File: config.mk
export PLATFORM = sky130hd
export DESIGN_NAME = soft_uart_with_parity
export DESIGN_NICKNAME = d
export VERILOG_FILES = /design/src/hdl/suart_pkg.sv /design/src/hdl/soft_uart_with_parity.sv /design/src/hdl/suart_regs.sv /design/src/hdl/suart_front.sv /design/src/hdl/suart_back.sv
export SDC_FILE = /design/constraint.sdc
export NUM_CORES = 1
export LEC_CHECK = 0
export ABC_CLOCK_PERIOD_IN_PS = 7200
export BUFFER_PORTS_ARGS = -buffer_cell sky130_fd_sc_hd__buf_2
export CAP_MARGIN = 25
export CORE_AREA = 5 5 149 151
export CTS_BUF_LIST = sky130_fd_sc_hd__clkbuf_16
export DETAILED_ROUTE_END_ITERATION = 16
export DIE_AREA = 0 0 154 156
export HOLD_SLACK_MARGIN = 0.08
export PLACE_DENSITY = 0.57
export SETUP_SLACK_MARGIN = 0.5
export SLEW_MARGIN = 15
export SYNTH_ARGS = -nofsm -noshare
export SYNTH_HDL_FRONTEND = slang
export SYNTH_SLANG_ARGS = --single-unit
File: constraint.sdc
create_clock -name clk -period 7.2 [get_ports clk]
set_clock_uncertainty 0.05 [all_clocks]
set_input_delay 0.72 -clock clk [delete_from_list [all_inputs] [get_ports clk]]
set_output_delay 0.72 -clock clk [all_outputs]
set_load 0.01 [all_outputs]
File: src/hdl/suart_pkg.sv
// Shared types and constants for the soft UART with parity.
`default_nettype none
package suart_pkg;

    // Configuration register indexes
    localparam logic [1:0] REG_BIT_TICKS   = 2'd0;
    localparam logic [1:0] REG_DATA_BITS   = 2'd1;
    localparam logic [1:0] REG_PARITY_MODE = 2'd2;

    // Parity mode codes
    localparam logic [1:0] PAR_NONE = 2'd0;
    localparam logic [1:0] PAR_EVEN = 2'd1;
    localparam logic [1:0] PAR_ODD  = 2'd2;

    localparam int unsigned MAX_DATA_BITS = 9;
    localparam int unsigned MIN_DATA_BITS = 5;
    localparam int unsigned FRAME_W       = MAX_DATA_BITS + 3;

    // Register reset values
    localparam logic [15:0] BIT_TICKS_RESET   = 16'd208;
    localparam logic [3:0]  DATA_BITS_RESET   = 4'd8;
    localparam logic [1:0]  PARITY_MODE_RESET = PAR_NONE;

    // Effective configuration, already clamped
    typedef struct packed {
        logic [15:0] ticks;
        logic [3:0]  nbits;
        logic        parity_on;
        logic        parity_odd;
    } cfg_t;

    // Classified tick request handed from front to back
    typedef struct packed {
        logic                 rx_line;
        logic                 send_request;
        logic [FRAME_W-1:0]   frame;
        logic [3:0]           frame_len;
    } item_t;

    // One result per tick
    typedef struct packed {
        logic                     tx_line;
        logic                     tx_busy;
        logic                     rx_valid;
        logic [MAX_DATA_BITS-1:0] rx_word;
    } result_t;

    // Mask with the low nbits bits set
    function automatic logic [MAX_DATA_BITS-1:0] word_mask(input logic [3:0] nbits);
        logic [MAX_DATA_BITS-1:0] m;
        for (int i = 0; i < MAX_DATA_BITS; i++)
        begin
            m[i] = (4'(i) < nbits);
        end
        return m;
    endfunction

endpackage
`default_nettype wire

File: src/hdl/soft_uart_with_parity.sv
// Soft UART with parity: tick request queue, UART engines, result queue.
// A request accepted into the front queue is stepped through the engines when the result
// queue has room, and its result is registered into the result queue, where it can be popped.
// Throughput: one request per clock when neither queue stalls; the front queue and the
// result queue each hold two entries, so a stall on one side need not stop the other at once.
// Reset (rst_n low, asynchronous): both queues empty, registers at their defaults,
// transmitter idle with the line high, receiver idle.
`default_nettype none
module soft_uart_with_parity (
    input  wire logic        clk,
    input  wire logic        rst_n,
    input  wire logic        cfg_we,
    input  wire logic [1:0]  cfg_index,
    input  wire logic [15:0] cfg_wdata,
    input  wire logic        push,
    output logic             full,
    input  wire logic        rx_line,
    input  wire logic        send_request,
    input  wire logic [8:0]  send_word,
    output logic             empty,
    input  wire logic        pop,
    output logic             tx_line,
    output logic             tx_busy,
    output logic             rx_valid,
    output logic [8:0]       rx_word
);

    suart_pkg::cfg_t    cfg;
    suart_pkg::item_t   item;
    suart_pkg::result_t result;
    logic               item_valid;
    logic               item_pop;

    suart_regs u_regs (
        .clk       (clk),
        .rst_n     (rst_n),
        .cfg_we    (cfg_we),
        .cfg_index (cfg_index),
        .cfg_wdata (cfg_wdata),
        .cfg       (cfg)
    );

    suart_front u_front (
        .clk          (clk),
        .rst_n        (rst_n),
        .push         (push),
        .full         (full),
        .rx_line      (rx_line),
        .send_request (send_request),
        .send_word    (send_word),
        .cfg          (cfg),
        .item_valid   (item_valid),
        .item         (item),
        .item_pop     (item_pop)
    );

    suart_back u_back (
        .clk        (clk),
        .rst_n      (rst_n),
        .cfg        (cfg),
        .item_valid (item_valid),
        .item       (item),
        .item_pop   (item_pop),
        .empty      (empty),
        .pop        (pop),
        .result     (result)
    );

    assign tx_line  = result.tx_line;
    assign tx_busy  = result.tx_busy;
    assign rx_valid = result.rx_valid;
    assign rx_word  = result.rx_word;

`ifndef NO_ASSERTIONS
    // An idle transmitter drives the line high
    a_idle_high: assert property (@(posedge clk) disable iff (!rst_n)
        (!empty && !tx_busy) |-> tx_line)
        else $error("transmit line low while idle");

    // Received word is zero unless it is valid
    a_word_zero: assert property (@(posedge clk) disable iff (!rst_n)
        (!empty && !rx_valid) |-> (rx_word == 9'd0))
        else $error("received word set without valid");

    // Effective word length stays within its legal range
    a_nbits_range: assert property (@(posedge clk) disable iff (!rst_n)
        (cfg.nbits >= 4'd5) && (cfg.nbits <= 4'd9))
        else $error("effective data length out of range");

    // A request only leaves the front queue when one is waiting
    a_pop_valid: assert property (@(posedge clk) disable iff (!rst_n)
        item_pop |-> item_valid)
        else $error("front queue popped while empty");
`endif

endmodule
`default_nettype wire

File: src/hdl/suart_regs.sv
// Configuration registers and their clamped effective values.
`default_nettype none
module suart_regs (
    input  wire logic               clk,
    input  wire logic               rst_n,
    input  wire logic               cfg_we,
    input  wire logic [1:0]         cfg_index,
    input  wire logic [15:0]        cfg_wdata,
    output suart_pkg::cfg_t         cfg
);

    logic [15:0] bit_ticks_reg;
    logic [3:0]  data_bits_reg;
    logic [1:0]  parity_mode_reg;

    // Write the addressed register
    always_ff @(posedge clk or negedge rst_n)
    begin
        if (!rst_n)
        begin
            bit_ticks_reg   <= suart_pkg::BIT_TICKS_RESET;
            data_bits_reg   <= suart_pkg::DATA_BITS_RESET;
            parity_mode_reg <= suart_pkg::PARITY_MODE_RESET;
        end
        else if (cfg_we)
        begin
            case (cfg_index)
                suart_pkg::REG_BIT_TICKS:   bit_ticks_reg   <= cfg_wdata;
                suart_pkg::REG_DATA_BITS:   data_bits_reg   <= cfg_wdata[3:0];
                suart_pkg::REG_PARITY_MODE: parity_mode_reg <= cfg_wdata[1:0];
                default:                    ;
            endcase
        end
    end

    // Clamp bit time and word length, map the unused parity code to none
    always_comb
    begin
        cfg.ticks = (bit_ticks_reg < 16'd2) ? 16'd2 : bit_ticks_reg;
        if (data_bits_reg < 4'(suart_pkg::MIN_DATA_BITS))
            cfg.nbits = 4'(suart_pkg::MIN_DATA_BITS);
        else if (data_bits_reg > 4'(suart_pkg::MAX_DATA_BITS))
            cfg.nbits = 4'(suart_pkg::MAX_DATA_BITS);
        else
            cfg.nbits = data_bits_reg;
        cfg.parity_on  = (parity_mode_reg == suart_pkg::PAR_EVEN) ||
                         (parity_mode_reg == suart_pkg::PAR_ODD);
        cfg.parity_odd = (parity_mode_reg == suart_pkg::PAR_ODD);
    end

endmodule
`default_nettype wire

File: src/hdl/suart_front.sv
// Front end: accepts tick requests, builds the transmit frame, queues them.
`default_nettype none
module suart_front (
    input  wire logic                    clk,
    input  wire logic                    rst_n,
    input  wire logic                    push,
    output logic                         full,
    input  wire logic                    rx_line,
    input  wire logic                    send_request,
    input  wire logic [8:0]              send_word,
    input  wire suart_pkg::cfg_t         cfg,
    output logic                         item_valid,
    output suart_pkg::item_t             item,
    input  wire logic                    item_pop
);

    localparam int unsigned FW = suart_pkg::FRAME_W;

    suart_pkg::item_t q_mem [2];
    logic       wr_ptr_reg, wr_ptr_next;
    logic       rd_ptr_reg, rd_ptr_next;
    logic [1:0] count_reg, count_next;

    suart_pkg::item_t         new_item;
    logic [8:0]               word_m;
    logic                     par_bit;
    logic [3:0]               len;
    logic                     do_push;

    // Build start, data, parity, stop and idle bits for the request
    always_comb
    begin
        word_m  = send_word & suart_pkg::word_mask(cfg.nbits);
        par_bit = (^word_m) ^ cfg.parity_odd;
        len     = cfg.nbits + 4'd2 + {3'b0, cfg.parity_on};
        new_item.rx_line      = rx_line;
        new_item.send_request = send_request;
        new_item.frame_len    = len;
        new_item.frame        = (FW'(word_m) << 1)
                              | ((cfg.parity_on ? FW'(par_bit) : '0) << (cfg.nbits + 4'd1))
                              | ({FW{1'b1}} << (len - 4'd1));
    end

    assign full       = (count_reg == 2'd2);
    assign do_push    = push && !full;
    assign item_valid = (count_reg != 2'd0);
    assign item       = q_mem[rd_ptr_reg];

    // Advance pointers and count
    always_comb
    begin
        wr_ptr_next = wr_ptr_reg ^ do_push;
        rd_ptr_next = rd_ptr_reg ^ item_pop;
        count_next  = count_reg + {1'b0, do_push} - {1'b0, item_pop};
    end

    always_ff @(posedge clk or negedge rst_n)
    begin
        if (!rst_n)
        begin
            wr_ptr_reg <= 1'b0;
            rd_ptr_reg <= 1'b0;
            count_reg  <= 2'd0;
        end
        else
        begin
            wr_ptr_reg <= wr_ptr_next;
            rd_ptr_reg <= rd_ptr_next;
            count_reg  <= count_next;
        end
    end

    // Store the request
    always_ff @(posedge clk)
    begin
        if (do_push)
            q_mem[wr_ptr_reg] <= new_item;
    end

endmodule
`default_nettype wire

File: src/hdl/suart_back.sv
// Back end: transmit and receive engines, one tick per request, result queue.
`default_nettype none
module suart_back (
    input  wire logic                    clk,
    input  wire logic                    rst_n,
    input  wire suart_pkg::cfg_t         cfg,
    input  wire logic                    item_valid,
    input  wire suart_pkg::item_t        item,
    output logic                         item_pop,
    output logic                         empty,
    input  wire logic                    pop,
    output suart_pkg::result_t           result
);

    localparam int unsigned FW = suart_pkg::FRAME_W;

    typedef enum logic [2:0] {
        RX_IDLE  = 3'b001,
        RX_START = 3'b010,
        RX_DATA  = 3'b100
    } rx_phase_t;

    logic [FW-1:0] tx_shift_reg, tx_shift_next;
    logic [3:0]    tx_bits_left_reg, tx_bits_left_next;
    logic [15:0]   tx_tick_reg, tx_tick_next;
    rx_phase_t     rx_phase_reg, rx_phase_next;
    logic [15:0]   rx_tick_reg, rx_tick_next;
    logic [3:0]    rx_index_reg, rx_index_next;
    logic [9:0]    rx_shift_reg, rx_shift_next;
    logic          rx_prev_reg;

    suart_pkg::result_t out_mem [2];
    logic       out_wr_reg, out_rd_reg;
    logic [1:0] out_count_reg, out_count_next;

    suart_pkg::result_t res;
    logic [15:0]        tx_tick_inc, rx_tick_inc;
    logic               step, take;

    // Step one tick when a request waits and the result queue has room
    assign take     = pop && !empty;
    assign step     = item_valid && ((out_count_reg != 2'd2) || take);
    assign item_pop = step;
    assign empty    = (out_count_reg == 2'd0);
    assign result   = out_mem[out_rd_reg];

    // Transmitter: advance the current frame, then load a new one if free
    always_comb
    begin
        tx_shift_next     = tx_shift_reg;
        tx_bits_left_next = tx_bits_left_reg;
        tx_tick_next      = tx_tick_reg;
        tx_tick_inc       = tx_tick_reg + 16'd1;
        if (tx_bits_left_reg != 4'd0)
        begin
            if (tx_tick_inc >= cfg.ticks)
            begin
                tx_tick_next      = 16'd0;
                tx_shift_next     = {1'b1, tx_shift_reg[FW-1:1]};
                tx_bits_left_next = tx_bits_left_reg - 4'd1;
            end
            else
            begin
                tx_tick_next = tx_tick_inc;
            end
        end
        if ((tx_bits_left_next == 4'd0) && item.send_request)
        begin
            tx_shift_next     = item.frame;
            tx_bits_left_next = item.frame_len;
            tx_tick_next      = 16'd0;
        end
    end

    // Receiver: edge detect, half-bit wait, mid-bit sampling
    always_comb
    begin
        rx_phase_next = rx_phase_reg;
        rx_tick_next  = rx_tick_reg;
        rx_index_next = rx_index_reg;
        rx_shift_next = rx_shift_reg;
        rx_tick_inc   = rx_tick_reg + 16'd1;
        res.rx_valid  = 1'b0;
        res.rx_word   = '0;
        case (rx_phase_reg)
            RX_START:
            begin
                rx_tick_next = rx_tick_inc;
                if (rx_tick_inc >= {1'b0, cfg.ticks[15:1]})
                begin
                    rx_phase_next = RX_DATA;
                    rx_tick_next  = 16'd0;
                    rx_index_next = 4'd0;
                    rx_shift_next = 10'd0;
                end
            end
            RX_DATA:
            begin
                rx_tick_next = rx_tick_inc;
                if (rx_tick_inc >= cfg.ticks)
                begin
                    rx_tick_next = 16'd0;
                    if (rx_index_reg < 4'd10)
                        rx_shift_next = rx_shift_reg
                                      | (10'(item.rx_line) << rx_index_reg);
                    rx_index_next = rx_index_reg + 4'd1;
                    if (rx_index_next >= (cfg.nbits + {3'b0, cfg.parity_on}))
                    begin
                        res.rx_valid  = 1'b1;
                        res.rx_word   = rx_shift_next[8:0]
                                      & suart_pkg::word_mask(cfg.nbits);
                        rx_phase_next = RX_IDLE;
                        rx_index_next = 4'd0;
                    end
                end
            end
            default:
            begin
                rx_phase_next = RX_IDLE;
                if (rx_prev_reg && !item.rx_line)
                begin
                    rx_phase_next = RX_START;
                    rx_tick_next  = 16'd0;
                end
            end
        endcase
        res.tx_line = (tx_bits_left_next != 4'd0) ? tx_shift_next[0] : 1'b1;
        res.tx_busy = (tx_bits_left_next != 4'd0);
    end

    assign out_count_next = out_count_reg + {1'b0, step} - {1'b0, take};

    // Update engine state on each tick
    always_ff @(posedge clk or negedge rst_n)
    begin
        if (!rst_n)
        begin
            tx_shift_reg     <= '1;
            tx_bits_left_reg <= 4'd0;
            tx_tick_reg      <= 16'd0;
            rx_phase_reg     <= RX_IDLE;
            rx_tick_reg      <= 16'd0;
            rx_index_reg     <= 4'd0;
            rx_shift_reg     <= 10'd0;
            rx_prev_reg      <= 1'b1;
            out_wr_reg       <= 1'b0;
            out_rd_reg       <= 1'b0;
            out_count_reg    <= 2'd0;
        end
        else
        begin
            if (step)
            begin
                tx_shift_reg     <= tx_shift_next;
                tx_bits_left_reg <= tx_bits_left_next;
                tx_tick_reg      <= tx_tick_next;
                rx_phase_reg     <= rx_phase_next;
                rx_tick_reg      <= rx_tick_next;
                rx_index_reg     <= rx_index_next;
                rx_shift_reg     <= rx_shift_next;
                rx_prev_reg      <= item.rx_line;
            end
            out_wr_reg    <= out_wr_reg ^ step;
            out_rd_reg    <= out_rd_reg ^ take;
            out_count_reg <= out_count_next;
        end
    end

    // Hold the result until popped
    always_ff @(posedge clk)
    begin
        if (step)
            out_mem[out_wr_reg] <= res;
    end

endmodule
`default_nettype wire

After elaboration in Yosys (flattened, before gate mapping)
Memories as Yosys holds them, arrays and structs flattened.
Index checks and enable logic that the tools add are counted.
W data, S select, Z words.
{ "totals": {"regBits": 96, "mem_bits_rw": 60, "input_bits": 34, "out_inout_bits": 14, "word_cells": 146, "n_memories": 2} }
{ "op_classes": {"add_sub_neg": 13, "n_lt_le_gt_ge": 17, "eq_ne": 12, "shifts": 3, "mux": 40, "bitwise_logic": 10, "n_reduce_logical": 30} }
{ "mem_list": {"columns": ["memory", "words", "width", "read_ports", "rd_clocked_by_memory_dff", "write_ports", "line", "source"], "rows": [
  ["u_front.q_mem", 2, 18, 1, 0, 1, "suart_front.sv:19", "suart_pkg::item_t q_mem [2];"],
  ["u_back.out_mem", 2, 12, 1, 0, 1, "suart_back.sv:32", "suart_pkg::result_t out_mem [2];"]
]} }
{ "ops": {"columns": ["op", "n"], "rows": [
  ["$mux W16", 7],
  ["$mux W10", 8],
  ["$mux W12", 3],
  ["$add A16 B1 Y16 const B", 2],
  ["$ge A16 B16 Y1", 2],
  ["$mux W4", 8],
  ["$pmux W16 S2", 1],
  ["$pmux W10 S2", 1],
  ["$and A9 B9 Y9", 2],
  ["$ge A16 B15 Y1", 1],
  ["$lt A16 B2 Y1 const B", 1],
  ["$lt A3 B4 Y1 const A", 4],
  ["$or A10 B12 Y12", 1],
  ["$or A12 B12 Y12", 1],
  ["$shl A12 B4 Y12", 1],
  ["$shl A12 B4 Y12 const A", 1],
  ["$or A10 B10 Y10", 1],
  ["$reduce_and A2 Y1", 5],
  ["$shl A1 B4 Y10", 1],
  ["$mux W3", 3],
  ["$reduce_xor A9 Y1", 1],
  ["$add A4 B1 Y4", 2],
  ["$add A4 B1 Y4 const B", 2],
  ["$lt A1 B4 Y1 const A", 2],
  ["other kinds (32)", 64]
]} }

Logic depth before layout (Yosys ltp)
{ "depth": {"word_depth": 11, "mapped_depth": 18, "depth_no_buf": 17} }

Modules after synthesis
From an unflattened synthesis, not the netlist that was laid out.
{ "hier_totals": {"hier_cells": 873, "area_unflattened_um2": 9300.2} }
{ "by_module_without_submodules": {"columns": ["module", "n_inst", "cells_each", "area_each_um2", "seq_area_each_um2"], "rows": [
  ["suart_back", 1, 606, 5994.5, 2464.9],
  ["suart_front", 1, 190, 2303.5, 1181.1],
  ["suart_regs", 1, 77, 1002.2, 555.5]
]} }

Least setup slack after synthesis
OpenSTA, ideal clock, no wires.
{ "synth_timing": {"kind": "register to register", "start": "reg u_back.tx_tick_reg[0]", "end": "reg u_back.tx_shift_reg[1]", "setup_time_ps": 97, "arrival_ps": 3649, "required_time_ps": 7053, "slack_ps": 3404, "stages_incl_launch_ff": 19, "n_path_buf": 1, "period_less_slack_ps": 3796, "cell_sequence": "dfrtp_1 > ha_1 > nand3_1 > nor2_1 > and3_1 > and3_1 > nand3_1 > nor2_1 > xor2_1 > ha_1 > nand4_1 > nor3_1 > o21ai_1 > and3_2 > a211o_2 > o2111a_1 > buf_6 > a21oi_4 > a222oi_1"} }
{ "synth_via": {"elab_chain_cells": 8, "elab_cells_between_ends": 10, "classes_between": "1 x add/sub; 1 x order compare; 3 x mux; 5 x reduce/logical"} }
{ "synth_rtl": {"columns": ["element", "line", "source"], "rows": [
  ["start, declared", "suart_back.sv:25", "logic [15:0] tx_tick_reg, tx_tick_next;"],
  ["start signal, assigned", "suart_back.sv:156", "tx_tick_reg <= tx_tick_next;"],
  ["$add A16 B1 Y16 (*)", "suart_back.sv:53", "tx_tick_inc = tx_tick_reg + 16'd1;"],
  ["$ge A16 B16 Y1 (*)", "suart_back.sv:56", "if (tx_tick_inc >= cfg.ticks)"],
  ["$mux W4", "suart_back.sv:56", null],
  ["$mux W4", "suart_back.sv:54", "if (tx_bits_left_reg != 4'd0)"],
  ["$logic_not A4 Y1", "suart_back.sv:67", "if ((tx_bits_left_next == 4'd0) && item.send_request)"],
  ["$logic_and A1 B1 Y1", "suart_back.sv:67", null],
  ["$reduce_bool A2 Y1 (no line)", null, null],
  ["$reduce_and A3 Y1 (no line)", null, null],
  ["end signal, assigned", "suart_back.sv:154", "tx_shift_reg <= tx_shift_next;"],
  ["end, declared", "suart_back.sv:23", "logic [FW-1:0] tx_shift_reg, tx_shift_next;"]
]} }
Mark *: on every way between the ends. The rest lies on a longest branch, timed or not.
A chain may end at the register's enable or synchronous reset.

Worst setup path after layout
{ "layout_timing": {"start": "reg u_back.tx_tick_reg[0]", "end": "reg u_back.tx_shift_reg[3]"} }
The elaborated chain is that of the path after synthesis.

==> impl_metrics.xml <==
<?xml version="1.0" encoding="UTF-8"?>
<metrics>
  <group name="synthesis">
    <metric name="synth_enable_flop_cells" unit="">60</metric>
    <metric name="seq_area_frac_synth" unit="%">46.21</metric>
    <metric name="synth.cell_area" unit="um^2">9092</metric>
    <metric name="synth_top_cells_by_count" unit="">93 x sky130_fd_sc_hd__nand2_1, 77 x sky130_fd_sc_hd__dfrtp_1, 71 x sky130_fd_sc_hd__ha_1, 60 x sky130_fd_sc_hd__edfxtp_1, 59 x sky130_fd_sc_hd__inv_1</metric>
    <metric name="yosysMostFrequentCell" unit="">sky130_fd_sc_hd__nand2_1</metric>
    <metric name="number_of_different_library_cells_in_the_post_synthesis_netlist" unit="">89</metric>
    <metric name="ys_dominant_reg_cell" unit="">sky130_fd_sc_hd__dfrtp_1</metric>
    <metric name="netlist.area_leader.share" unit="%">21.19</metric>
    <metric name="synth.ff_latch_count" unit="">155</metric>
    <metric name="synthCells" unit="">853</metric>
    <metric name="synth_fp_nets" unit="">958</metric>
    <metric name="synth.top_cells.by_area" unit="">sky130_fd_sc_hd__dfrtp_1 21%, sky130_fd_sc_hd__edfxtp_1 20%, sky130_fd_sc_hd__ha_1 9.8%</metric>
    <metric name="ys_warn_count" unit="">0</metric>
    <metric name="synth_area_per_cell" unit="um^2">10.66</metric>
    <metric name="post-synth-top-area-cell" unit="">sky130_fd_sc_hd__dfrtp_1</metric>
    <metric name="async_reset_ff_share" unit="%">61.29</metric>
  </group>
  <group name="finish">
    <metric name="layout-drive-gt1-share" unit="%">17.90</metric>
    <metric name="final_cells" unit="">1191</metric>
    <metric name="area_growth" unit="%">12.56</metric>
    <metric name="fillCellCount" unit="">1929</metric>
    <metric name="largest_reg_flops" unit="">36</metric>
    <metric name="largest-register" unit="">u_front.q_mem</metric>
    <metric name="nNetsFinal" unit="">1008</metric>
    <metric name="n_antenna_cell" unit="">0</metric>
    <metric name="reg.largest.list" unit="">u_front.q_mem: 36 flops, u_back.out_mem: 24 flops</metric>
    <metric name="fin_area" unit="um^2">10230</metric>
  </group>
  <group name="place">
    <metric name="placed_cells" unit="">1158</metric>
    <metric name="post-place-ws" unit="ps">2805</metric>
    <metric name="finalWeightedCongestion" unit="">0.8438</metric>
    <metric name="port_buffers" unit="">47</metric>
    <metric name="detailed_place.area" unit="um^2">9629</metric>
    <metric name="post-dp-hpwl" unit="mm">14.75</metric>
  </group>
  <group name="sta">
    <metric name="rsz0062_at_grt" unit="">false</metric>
    <metric name="post-route-min-period" unit="ps">4458</metric>
    <metric name="worst_slew_pin_slew" unit="ps">915.3</metric>
    <metric name="report.final.slew_viol_count" unit="">0</metric>
    <metric name="fin_tns_setup" unit="ps">0</metric>
    <metric name="relSlewSlack" unit="%">38.98</metric>
    <metric name="timing.final.setup_violations" unit="">0</metric>
    <metric name="timing.final.hold_violations" unit="">0</metric>
    <metric name="timing.final.crit_share" unit="%">61.91</metric>
    <metric name="finalWorstSetupSlack" unit="ps">2742</metric>
    <metric name="max_freq" unit="GHz">0.2243</metric>
  </group>
  <group name="clock_network">
    <metric name="cts_tree" unit="">done</metric>
    <metric name="number_of_resized_instances_in_the_post_cts_repair_step" unit="">0</metric>
    <metric name="cts.root.buffer_cell" unit="">sky130_fd_sc_hd__clkbuf_16</metric>
    <metric name="numCtsBuffers" unit="">17</metric>
    <metric name="post_cts_buffers" unit="">0</metric>
    <metric name="cts.sink_count" unit="">155</metric>
    <metric name="clk_pin_slew_worst_paths" unit="ps">70</metric>
    <metric name="maximum_number_of_buffers_from_clock_root_to_sink" unit="">2</metric>
    <metric name="insertion_delay" unit="ps">430</metric>
    <metric name="hold_bufs_inserted_after_cts" unit="">0</metric>
    <metric name="htree_levels" unit="">4</metric>
  </group>
  <group name="floorplan">
    <metric name="core.rowCount" unit="">53</metric>
    <metric name="area_inside_the_core_boundary" unit="um^2">20690</metric>
    <metric name="die-height" unit="um">156</metric>
    <metric name="ioPinCount" unit="">48</metric>
    <metric name="floorplan.initialDensity" unit="%">43.95</metric>
    <metric name="die_x" unit="um">154</metric>
    <metric name="area_of_the_die" unit="um^2">24020</metric>
  </group>
  <group name="routing">
    <metric name="route.detailed.vias_per_inst" unit="">5.382</metric>
    <metric name="ant_nets" unit="">0</metric>
    <metric name="initialDrtViolationCount" unit="">321</metric>
    <metric name="totalWireLength" unit="mm">19.96</metric>
    <metric name="detail_route.first_pass.iterations" unit="">5</metric>
    <metric name="route.detailed.drc" unit="">0</metric>
    <metric name="avgRoutedWirePerCell" unit="um">16.76</metric>
    <metric name="detailroute.via_count" unit="">6410</metric>
  </group>
  <group name="power">
    <metric name="power_per_cell_area" unit="nW/um^2">345.8</metric>
    <metric name="p_leak" unit="uW">0.004594</metric>
    <metric name="irDropWorstVdd" unit="mV">0.1425</metric>
    <metric name="finalPower" unit="uW">3539</metric>
  </group>
  <group name="setup_path">
    <metric name="slowest_delay" unit="ps">470</metric>
    <metric name="critical_path.slowest_cell" unit="">sky130_fd_sc_hd__o2111a_1</metric>
    <metric name="timing.critical_path.to_type" unit="">register</metric>
    <metric name="worst_ep_required_time" unit="ps">7460</metric>
    <metric name="cpLargestDelayFamily" unit="">simple AND/OR/NAND/NOR gates</metric>
    <metric name="worst-path-buf-inv" unit="">0</metric>
    <metric name="crit-reg2reg-capture" unit="">u_back.tx_shift_reg[3]$_DFFE_PN1P_</metric>
    <metric name="ff_to_ff_start" unit="">u_back.tx_tick_reg[0]$_DFFE_PN0P_</metric>
    <metric name="ff2ff_setup_slack" unit="ps">2740</metric>
    <metric name="setup.worst_path.start_class" unit="">register</metric>
    <metric name="path_type_of_the_worst_setup_path" unit="">reg2reg</metric>
    <metric name="critical_path.cell_chain" unit="">ha_1 &gt; nand3_1 &gt; nor2_1 &gt; and3_1 &gt; and3_1 &gt; nand3_1 &gt; nor2_1 &gt; xor2_1 &gt; ha_1 &gt; nand4_1 &gt; nor3_1 &gt; o21ai_1 &gt; and3_2 &gt; a21boi_4 &gt; o2111a_1 &gt; a21oi_4 &gt; a222oi_1</metric>
    <metric name="worstPathMaxFanout" unit="">10</metric>
    <metric name="setup.worst_path.start" unit="">u_back.tx_tick_reg[0]$_DFFE_PN0P_</metric>
    <metric name="worstRegToRegCells" unit="">17</metric>
    <metric name="worstPathArrival" unit="ps">4720</metric>
  </group>
  <group name="global_routing">
    <metric name="grt_util_all_layers" unit="%">17.04</metric>
    <metric name="globalRoute.totalOverflow" unit="">0</metric>
    <metric name="first_global_vias" unit="">6413</metric>
    <metric name="grt_antenna_before_repair" unit="">0</metric>
    <metric name="grt_pass1_wl" unit="mm">32.91</metric>
    <metric name="grt_start_max_net_pins" unit="">56</metric>
  </group>
  <group name="flow_run">
    <metric name="maximum_capacitance_violations" unit="">0</metric>
  </group>
  <group name="hold_path">
    <metric name="min-delay-path-class" unit="">in2async</metric>
  </group>
  <group name="outcome">
    <metric name="run_status" unit="">finished, final reports clean</metric>
  </group>
</metrics>
[worst max path at each step]
stage	to	slack [ps]	cells past startpoint
finish	u_back.tx_shift_reg[3]$_DFFE_PN1P_	2740	17
global route	u_back.tx_shift_reg[4]$_DFFE_PN1P_	2390	15
CTS	u_back.tx_shift_reg[3]$_DFFE_PN1P_	2760	17
detailed placement	u_back.tx_shift_reg[1]$_DFFE_PN1P_	2810	15
global placement	u_back.tx_shift_reg[0]$_DFFE_PN1P_	2880	15
floorplan	u_back.tx_shift_reg[1]$_DFFE_PN1P_	3400	18
[power breakdown]
group          internal [uW]  switching, uW  total [uW]
sequential              1200            153        1360
clock                    517            389         906
combinational            502            774        1280
[cells by family after synthesis]
| family | Yosys count | share of synthesized area [%] |
|---|---|---|
| flip-flops | 155 | 46.21 |
| AO/OA/AOI/OAI | 175 | 14.53 |
| buffers and inverters | 83 | 3.702 |
| XOR/XNOR | 56 | 5.628 |
| adder cells (fa/ha/maj) | 72 | 9.894 |
| AND/OR/NAND/NOR | 267 | 14.52 |
| multiplexers | 45 | 5.518 |
[area by class of cell]
cell class	count	area (um^2)	share of cell area, %
clock buffers	17	425.4	4.156
clock inverters	15	165.2	1.614
inverters	60	225.2	2.200
multi-input cells	615	4572	44.67
flip-flops and latches	155	4202	41.05
well taps	275	344.1	3.362
repair buffers	54	301.5	2.946
[per-layer routing]
layer | vias up | GRT usage [%] | part of all wire, %
li1 | 3194 | - | -
met1 | 3124 | 23.41 | 49
met2 | 80 | 28.10 | 47
met3 | 12 | 3.384 | 2.8
met4 | 0 | 3.785 | 0.76
met5 | - | 0 | 0
[metrics by stage]
stage / hold slack [ps] / utilization, %
CTS: 231.7 / 49.40
detailed placement: 430.6 / 46.54
global placement: 424.4 / 46.49
floorplan: 374.4 / -
global route: 253.8 / 49.47
finish: 216.8 / 49.47
[placed cells by master (no fill, tap or decap), types with 4 or more instances in the layout]
| cell | count |
|---|---|
| sky130_fd_sc_hd__a222oi_1 | 10 |
| sky130_fd_sc_hd__mux2_2 | 25 |
| sky130_fd_sc_hd__inv_6 | 5 |
| sky130_fd_sc_hd__buf_2 | 46 |
| sky130_fd_sc_hd__dfrtp_1 | 77 |
| sky130_fd_sc_hd__nand3_1 | 19 |
| sky130_fd_sc_hd__mux2i_1 | 16 |
| sky130_fd_sc_hd__buf_4 | 6 |
| sky130_fd_sc_hd__o221ai_1 | 6 |
| sky130_fd_sc_hd__clkbuf_16 | 17 |
| sky130_fd_sc_hd__dfstp_2 | 18 |
| sky130_fd_sc_hd__o21ai_1 | 8 |
| sky130_fd_sc_hd__and2_1 | 4 |
| sky130_fd_sc_hd__and3_1 | 10 |
| sky130_fd_sc_hd__edfxtp_1 | 60 |
| sky130_fd_sc_hd__clkinvlp_4 | 5 |
| sky130_fd_sc_hd__nor3_1 | 14 |
| sky130_fd_sc_hd__nand2b_1 | 11 |
| sky130_fd_sc_hd__o21ai_0 | 33 |
| sky130_fd_sc_hd__a31oi_1 | 5 |
| sky130_fd_sc_hd__a21oi_1 | 24 |
| sky130_fd_sc_hd__mux2_4 | 4 |
| sky130_fd_sc_hd__nand4_1 | 8 |
| sky130_fd_sc_hd__a211oi_1 | 5 |
| sky130_fd_sc_hd__nor2b_1 | 11 |
| sky130_fd_sc_hd__xor2_1 | 23 |
| sky130_fd_sc_hd__or3_1 | 4 |
| sky130_fd_sc_hd__o21a_1 | 12 |
| sky130_fd_sc_hd__ha_1 | 71 |
| sky130_fd_sc_hd__nor2_1 | 57 |
| sky130_fd_sc_hd__or2_2 | 5 |
| sky130_fd_sc_hd__nor4_1 | 11 |
| sky130_fd_sc_hd__inv_1 | 60 |
| sky130_fd_sc_hd__xnor2_1 | 31 |
| sky130_fd_sc_hd__nand2_1 | 93 |
| sky130_fd_sc_hd__a21o_1 | 14 |
| sky130_fd_sc_hd__o2111ai_1 | 4 |
| sky130_fd_sc_hd__o211ai_1 | 12 |
No activity file was read; power rests on OpenSTA's default activity.
